**config.mk**
```make
export PLATFORM = sky130hd
export DESIGN_NAME = topological_sort_engine
export DESIGN_NICKNAME = d
export VERILOG_FILES = /design/src/design/tse_pkg.sv /design/src/design/tse_matrix.sv /design/src/design/topological_sort_engine.sv
export SDC_FILE = /design/constraint.sdc
export NUM_CORES = 2
export LEC_CHECK = 0
export BUFFER_PORTS_ARGS = -buffer_cell sky130_fd_sc_hd__buf_2
export CAP_MARGIN = 10
export CORE_MARGIN = 4
export CORE_UTILIZATION = 60
export CTS_CLUSTER_SIZE = 28
export DETAILED_ROUTE_END_ITERATION = 10
export PLACE_DENSITY = 0.76
export SETUP_SLACK_MARGIN = 0.15
export SYNTH_ARGS = -nofsm -noshare
export SYNTH_HDL_FRONTEND = slang
export SYNTH_SLANG_ARGS = --single-unit
```
**constraint.sdc**
```tcl
create_clock -name clk -period 8.9 [get_ports clk]
set_input_delay 1.335 -clock clk [delete_from_list [all_inputs] [get_ports clk]]
set_output_delay 1.335 -clock clk [all_outputs]
set_load 0.02 [all_outputs]
```
**src/design/tse_pkg.sv**
```systemverilog
// ----------------------------------------------------------------------------
// tse_pkg
// Shared constants and types for the topological sort engine.
// ----------------------------------------------------------------------------
package tse_pkg;

  localparam int MAX_NODES = 32;
  localparam int IDX_W     = $clog2(MAX_NODES);
  localparam int CNT_W     = IDX_W + 1;

  localparam logic [CNT_W-1:0] VERTEX_COUNT_RESET = CNT_W'(26);

  // action codes carried in tuser of the input channel
  localparam logic ACT_EDGE  = 1'b0;
  localparam logic ACT_START = 1'b1;

  typedef logic [MAX_NODES-1:0] row_t;

  // write request into the adjacency matrix
  typedef struct packed {
    logic             en;
    logic [IDX_W-1:0] addr;
    row_t             row;
  } mat_wr_t;

endpackage

```
**src/design/tse_matrix.sv**
```systemverilog
// ----------------------------------------------------------------------------
// tse_matrix
// Adjacency bit matrix: one row per source vertex, synchronous read with data
// in the cycle after rd_en, and a valid bit per row so one clear empties all.
// ----------------------------------------------------------------------------
module tse_matrix (
  input  logic                      clk,
  input  logic                      rst,
  input  logic                      rd_en,
  input  logic [tse_pkg::IDX_W-1:0] rd_addr,
  output tse_pkg::row_t             rd_row,
  input  tse_pkg::mat_wr_t          wr,
  input  logic                      clear
);
  import tse_pkg::*;

  row_t                 mem [MAX_NODES];
  row_t                 rd_q;
  logic                 rd_valid;
  logic [MAX_NODES-1:0] row_valid;

  always_ff @(posedge clk) begin
    if (wr.en) begin
      mem[wr.addr] <= wr.row;
    end
    if (rd_en) begin
      rd_q <= mem[rd_addr];
    end
  end

  always_ff @(posedge clk) begin
    if (rst || clear) begin
      row_valid <= '0;
    end else if (wr.en) begin
      row_valid[wr.addr] <= 1'b1;
    end
  end

  always_ff @(posedge clk) begin
    if (rst) begin
      rd_valid <= 1'b0;
    end else if (rd_en) begin
      rd_valid <= row_valid[rd_addr];
    end
  end

  // a row never written since the last clear reads as no edges
  assign rd_row = rd_valid ? rd_q : '0;

endmodule

```
**src/design/topological_sort_engine.sv**
```systemverilog
// ----------------------------------------------------------------------------
// topological_sort_engine
// Kahn-style topological sort over an adjacency bit matrix, sink first.
// ----------------------------------------------------------------------------
// Input stream: tuser is the action. An edge transaction (tuser 0) sets bit
// to_vertex of row from_vertex through a row read and then a row write back.
// A start transaction (tuser 1) runs the sort over vertex_count vertices
// (capped at 32). The run makes passes over the vertices in index order;
// each visit is one matrix read and then one check, and a run makes at
// most n passes, plus a cycle report if a pass emits nothing. The check
// waits on output stalls. The single matrix read port sets this scheme.
// Each emitted vertex is one output transaction; a pass with no emission
// gives one result with tuser (cycle found) set. tlast marks the final one.
// Input is taken only between runs and edge writes, one item at a time.
// A stalled receiver holds the result in the output register and the
// sequencer waits on the next emission. At the end of a run the matrix is
// cleared at once through per-row valid bits. Reset empties the matrix
// and sets vertex_count to 26; the config channel is always ready.
// ----------------------------------------------------------------------------
module topological_sort_engine (
  input  logic                      clk,
  input  logic                      rst,
  input  logic                      s_axis_tvalid,
  output logic                      s_axis_tready,
  input  logic [15:0]               s_axis_tdata,   // from_vertex, to_vertex, zero fill
  input  logic                      s_axis_tuser,   // action
  output logic                      m_axis_tvalid,
  input  logic                      m_axis_tready,
  output logic [7:0]                m_axis_tdata,   // vertex_index, zero fill
  output logic                      m_axis_tuser,   // cycle_found
  output logic                      m_axis_tlast,   // last_result
  input  logic                      cfg_valid,
  output logic                      cfg_ready,
  input  logic [tse_pkg::CNT_W-1:0] cfg_data        // vertex_count
);
  import tse_pkg::*;

  localparam logic [2:0] ST_IDLE    = 3'd0;
  localparam logic [2:0] ST_EDGE_WR = 3'd1;
  localparam logic [2:0] ST_RUN_RD  = 3'd2;
  localparam logic [2:0] ST_RUN_CHK = 3'd3;
  localparam logic [2:0] ST_CYC_OUT = 3'd4;

  logic [2:0]       state, state_next;
  logic [CNT_W-1:0] vertex_count;
  logic [CNT_W-1:0] n_sat;
  logic [IDX_W-1:0] edge_from;
  logic [IDX_W-1:0] edge_to;
  logic [IDX_W-1:0] idx, idx_next;
  row_t             done_mask, done_next;
  row_t             active, active_start;
  logic             progress, progress_next;

  logic             out_valid;
  logic [IDX_W-1:0] out_vertex;
  logic             out_cycle;
  logic             out_last;
  logic             out_free;

  logic             emit;
  logic [IDX_W-1:0] emit_vertex;
  logic             emit_cycle;
  logic             emit_last;

  logic             rd_en;
  logic [IDX_W-1:0] rd_addr;
  row_t             rd_row;
  mat_wr_t          wr;
  logic             mat_clear;

  logic             in_take;
  logic [IDX_W-1:0] in_from;
  logic [IDX_W-1:0] in_to;
  logic             pass_end;
  row_t             idx_bit;
  row_t             done_set;
  logic [MAX_NODES:0] act_ext;

  tse_matrix u_matrix (
    .clk     (clk),
    .rst     (rst),
    .rd_en   (rd_en),
    .rd_addr (rd_addr),
    .rd_row  (rd_row),
    .wr      (wr),
    .clear   (mat_clear)
  );

  assign cfg_ready     = 1'b1;
  assign s_axis_tready = (state == ST_IDLE);
  assign in_take       = s_axis_tvalid && s_axis_tready;
  assign in_from       = s_axis_tdata[IDX_W-1:0];
  assign in_to         = s_axis_tdata[2*IDX_W-1:IDX_W];

  assign n_sat   = (vertex_count > CNT_W'(MAX_NODES)) ? CNT_W'(MAX_NODES) : vertex_count;
  assign act_ext = ({{MAX_NODES{1'b0}}, 1'b1} << n_sat) - (MAX_NODES+1)'(1);
  assign active_start = act_ext[MAX_NODES-1:0];

  assign out_free = !out_valid || m_axis_tready;
  assign pass_end = ((CNT_W'(idx) + CNT_W'(1)) == n_sat);
  assign idx_bit  = row_t'(1) << idx;
  assign done_set = done_mask | idx_bit;

  always_comb begin
    state_next    = state;
    idx_next      = idx;
    done_next     = done_mask;
    progress_next = progress;
    emit          = 1'b0;
    emit_vertex   = idx;
    emit_cycle    = 1'b0;
    emit_last     = 1'b0;
    rd_en         = 1'b0;
    rd_addr       = idx;
    wr.en         = 1'b0;
    wr.addr       = edge_from;
    wr.row        = rd_row | (row_t'(1) << edge_to);
    mat_clear     = 1'b0;

    unique case (state)
      ST_IDLE: begin
        if (in_take) begin
          if (s_axis_tuser == ACT_EDGE) begin
            rd_en      = 1'b1;
            rd_addr    = in_from;
            state_next = ST_EDGE_WR;
          end else if (n_sat == '0) begin
            mat_clear  = 1'b1;
          end else begin
            idx_next      = '0;
            done_next     = '0;
            progress_next = 1'b0;
            state_next    = ST_RUN_RD;
          end
        end
      end
      ST_EDGE_WR: begin
        wr.en      = 1'b1;
        state_next = ST_IDLE;
      end
      ST_RUN_RD: begin
        rd_en      = 1'b1;
        state_next = ST_RUN_CHK;
      end
      ST_RUN_CHK: begin
        if (done_mask[idx] || ((rd_row & active & ~done_mask) != '0) || out_free) begin
          if (!done_mask[idx] && ((rd_row & active & ~done_mask) == '0)) begin
            emit          = 1'b1;
            emit_last     = (done_set == active);
            done_next     = done_set;
            progress_next = 1'b1;
          end
          if (emit && emit_last) begin
            done_next  = '0;
            mat_clear  = 1'b1;
            state_next = ST_IDLE;
          end else if (pass_end) begin
            if (progress || emit) begin
              idx_next      = '0;
              progress_next = 1'b0;
              state_next    = ST_RUN_RD;
            end else begin
              state_next = ST_CYC_OUT;
            end
          end else begin
            idx_next   = idx + IDX_W'(1);
            state_next = ST_RUN_RD;
          end
        end
      end
      ST_CYC_OUT: begin
        if (out_free) begin
          emit        = 1'b1;
          emit_vertex = '0;
          emit_cycle  = 1'b1;
          emit_last   = 1'b1;
          done_next   = '0;
          mat_clear   = 1'b1;
          state_next  = ST_IDLE;
        end
      end
      default: begin
        state_next = ST_IDLE;
      end
    endcase
  end

  always_ff @(posedge clk) begin
    if (rst) begin
      state        <= ST_IDLE;
      vertex_count <= VERTEX_COUNT_RESET;
      idx          <= '0;
      done_mask    <= '0;
      progress     <= 1'b0;
      out_valid    <= 1'b0;
    end else begin
      state     <= state_next;
      idx       <= idx_next;
      done_mask <= done_next;
      progress  <= progress_next;
      if (cfg_valid && cfg_ready) begin
        vertex_count <= cfg_data;
      end
      if (emit) begin
        out_valid <= 1'b1;
      end else if (m_axis_tready) begin
        out_valid <= 1'b0;
      end
    end
  end

  // payload registers
  always_ff @(posedge clk) begin
    if (in_take) begin
      edge_from <= in_from;
      edge_to   <= in_to;
      active    <= active_start;
    end
    if (emit) begin
      out_vertex <= emit_vertex;
      out_cycle  <= emit_cycle;
      out_last   <= emit_last;
    end
  end

  assign m_axis_tvalid = out_valid;
  assign m_axis_tdata  = {{(8-IDX_W){1'b0}}, out_vertex};
  assign m_axis_tuser  = out_cycle;
  assign m_axis_tlast  = out_last;

`ifndef SYNTH
  // between runs no vertex is marked done
  a_idle_done_clear: assert property (@(posedge clk) disable iff (rst)
    (state == ST_IDLE) |-> (done_mask == '0))
    else $error("done mask not clear while idle");

  // a cycle report always closes the run
  a_cycle_is_last: assert property (@(posedge clk) disable iff (rst)
    (m_axis_tvalid && m_axis_tuser) |-> m_axis_tlast)
    else $error("cycle result without tlast");

  // within a run the done mask only gains vertices
  a_done_grows: assert property (@(posedge clk) disable iff (rst)
    (state != ST_IDLE && $past(state) != ST_IDLE) |->
      ((done_mask & $past(done_mask)) == $past(done_mask)))
    else $error("done mask lost a vertex during a run");

  // a new result is only loaded into a free output register
  a_no_overwrite: assert property (@(posedge clk) disable iff (rst)
    (out_valid && !m_axis_tready) |=> $stable(out_vertex) && $stable(out_last))
    else $error("stalled result overwritten");
`endif

endmodule
```
==> flow_metrics.py <==
metrics = {
    "run_status": {
        "status": "finished, final reports clean",
    },
    "floorplan": {
        "dieArea_um2": 84500,
        "ios": 41,
        "die_w_um": 291,
        "die_h_um": 291,
        "initial_core_util": 0.606,
        "core-area_um2": 79100,
        "fp-row-count": 103,
    },
    "cts": {
        "cts_tree": "done",
        "cts_buffers": 113,
        "cts_resized": 0,
        "cts.sinks": 1186,
        "ctsHtreeMaxLevel": 3,
        "post-cts-setup-buffer-count": 0,
        "cts-root-buf": "clkbuf_16",
        "clk-insertion-delay-late_ns": 0.69,
        "cts.path.max_buffers": 3,
        "clk_pin_slew_ns": 0.06,
        "cts_hold_buf": 0,
    },
    "cells_and_area": {
        "area_delta_synth_final_pct": 11.3,
        "fillers": 4948,
        "final_cell_area_um2": 53400,
        "nets": 2639,
        "n_antenna_cell": 0,
        "final_common_cell": "edfxtp_1",
        "fin_cells": 3750,
        "most-common-layout-cells": "edfxtp_1 (1,105), mux4_2 (266), nor2_1 (119), clkbuf_16 (113)",
        "drive_gt1_frac": 0.262,
    },
    "timing": {
        "setup_viol": 0,
        "finClkSkew_ns": 0.0346,
        "min_period_ns": 5.04,
        "rsz0062_at_grt": "no",
        "drv_slew": 0,
        "finalHoldViolations": 0,
        "fin_ws_ns": 3.86,
        "setup_tns_ns": 0,
        "tightest_slew_ns": 1.18,
        "period_share": 0.566,
        "fmax_mhz": 198,
        "slew_headroom": 0.216,
    },
    "logic_synthesis": {
        "yosysWarnings": 0,
        "synth_top_area_share": 0.692,
        "synth-seq-cells": 1186,
        "synth_area_leader_cell": "edfxtp_1",
        "ys_seq_area_frac": 0.726,
        "synth_edf_count": 1105,
        "synth.avg_cell_area_um2": 18.9,
        "synthTopCellsByArea": "edfxtp_1 (69%), mux4_2 (12%), dfxtp_1 (3.4%)",
        "synth_cell_types": 91,
        "syn_inst": 2533,
        "async_reset_ff_frac": 0,
        "synthFlopType": "edfxtp_1",
        "synth.cell_area_um2": 48000,
    },
    "drt": {
        "wire_per_inst_um": 31.8,
        "top_layer": "met5",
        "routed_wirelength_um": 119000,
        "dr.pass1.iters": 6,
        "wl_met3_um": 11600,
        "vias_per_cell": 6.86,
        "wl_met2_um": 57900,
        "wl_met1_um": 45200,
        "detail-route-antenna-nets": 0,
        "vias": 25700,
        "drt_iter0_drc": 3355,
        "drc": 0,
    },
    "power": {
        "leakage_nw": 17.1,
        "peakVddDrop_uv": 183,
        "powerDensity_nw_per_um2": 221,
        "finalPower_mw": 11.8,
    },
    "grt": {
        "gr-total-overflow": 0,
        "grt_antenna_before_repair": 3,
        "grt_pass1_wl_um": 176000,
        "grt_pass1_vias": 25700,
        "grt_max_degree": 104,
        "grt_usage": 0.283,
    },
    "placement": {
        "io_buffers": 30,
        "gp_congestion": 0.904,
        "place_area_um2": 49500,
        "dpl.hpwl_um": 61900,
        "place_ws_ns": 3.16,
        "place_inst": 3539,
    },
    "critical_path": {
        "crit_path_end_kind": "register",
        "critical_path_class": "in -> reg",
        "crit_required_ns": 9.28,
        "critPathLaunchType": "input pin",
        "crit_chain": "buf_2 -> or4b_4 -> clkinv_2 -> nand3_2 -> nand2_8 -> buf_12 -> mux4_2 -> mux2_2 -> o22ai_1 -> a221oi_2",
        "crit_path_max_fanout": 103,
        "crit_buf_inv": 3,
        "cp.arrival_ns": 5.42,
        "crit_family": "simple AND/OR/NAND/NOR gates",
        "slowest_delay_ns": 0.73,
        "worst_path_max_delay_cell": "nand2_8",
        "rrSetupSlack_ns": 4.08,
    },
    "run": {
        "cap_violations": 0,
    },
    "min_path": {
        "hold_class": "reg -> reg",
    },
}
## cells in the mapped netlist, drive strengths merged (8+ instances only)
cell / number
edfxtp: 1105
mux4: 266
nor2: 154
buf: 91
nand2: 85
dfxtp: 81
mux2i: 79
a21oi: 64
mux2: 64
clkbuf: 55
o21ai: 52
o22ai: 48
inv: 43
nand3: 39
a221oi: 33
nand3b: 22
nand4b: 19
nand4: 18
nor3: 15
and3: 11
a31oi: 10
nand2b: 10
or3: 10
or4b: 8
## routing by layer
layer,global-route usage,vias to the layer above
met4,0.0976,6
li1,-,10500
met2,0.451,1573
met5,0,-
met1,0.405,13300
met3,0.0461,266
## flip-flops by register name, indices dropped and copies added (netlist names)
register            flops
done_mask              32
m_axis_tuser            1
edge_to                 5
active                 32
u_matrix.row_valid     32
m_axis_tvalid           1
edge_from               5
idx                     5
u_matrix.rd_q          32
m_axis_tlast            1
out_vertex              5
u_matrix.rd_valid       1
vertex_count            6
state                   3
progress                1
u_matrix.mem         1024
## power breakdown
group          total [mW]  leakage (nW)  switching (mW)  internal [mW]
clock                4.96          1.87            2.08           2.88
sequential           6.23          10.9          0.0635           6.17
combinational       0.589          4.34           0.371          0.218
## worst paths after layout
check / startpoint / endpoint / cells past startpoint
max reg2reg: state[2]$_SDFFE_PP0P_ / u_matrix.rd_q[2]$_DFFE_PP_ / 9
min reg2reg: u_matrix.row_valid[22]$_SDFFE_PP0P_ / u_matrix.row_valid[22]$_SDFFE_PP0P_ / 2
max: s_axis_tvalid / u_matrix.rd_q[2]$_DFFE_PP_ / 10
min: u_matrix.row_valid[22]$_SDFFE_PP0P_ / u_matrix.row_valid[22]$_SDFFE_PP0P_ / 2
## layout make-up
class                      count  area [um^2]  area share
clock buffer                 134         2930      0.0548
multi-input combinational   1158        12500       0.234
tap                         1050         1310      0.0246
inverter                      45          170     0.00319
sequential                  1186        34800       0.652
clock inverter                77          933      0.0175
timing repair buffer         100          738      0.0138
## tightest hold or removal path: stages (launching register included)
cell and delay (ns):
dfxtp_1 0.33, nor2_1 0.05, nor2_1 0.07
## stage by stage
| stage | utilization | hold slack [ns] |
|---|---|---|
| 2_1_floorplan | - | 0.432 |
| 3_3_place_gp | 0.626 | 0.443 |
| 3_5_place_dp | 0.626 | 0.459 |
| 4_1_cts | 0.674 | 0.476 |
| 5_1_grt | 0.674 | 0.493 |
| 6_report | 0.674 | 0.474 |
## logic make-up after synthesis
logic type,Yosys count,share of synthesized area
muxes,409,0.156
AOI/OAI and AO/OA,275,0.0416
adders and majority gates,7,0.00183
DFF,1186,0.726
buffers and inverters,191,0.0216
and+or+nand+nor,452,0.0508
other,2,0.000157
xor gates and xnor gates,11,0.00201
Power figures use the tool's default switching activity.
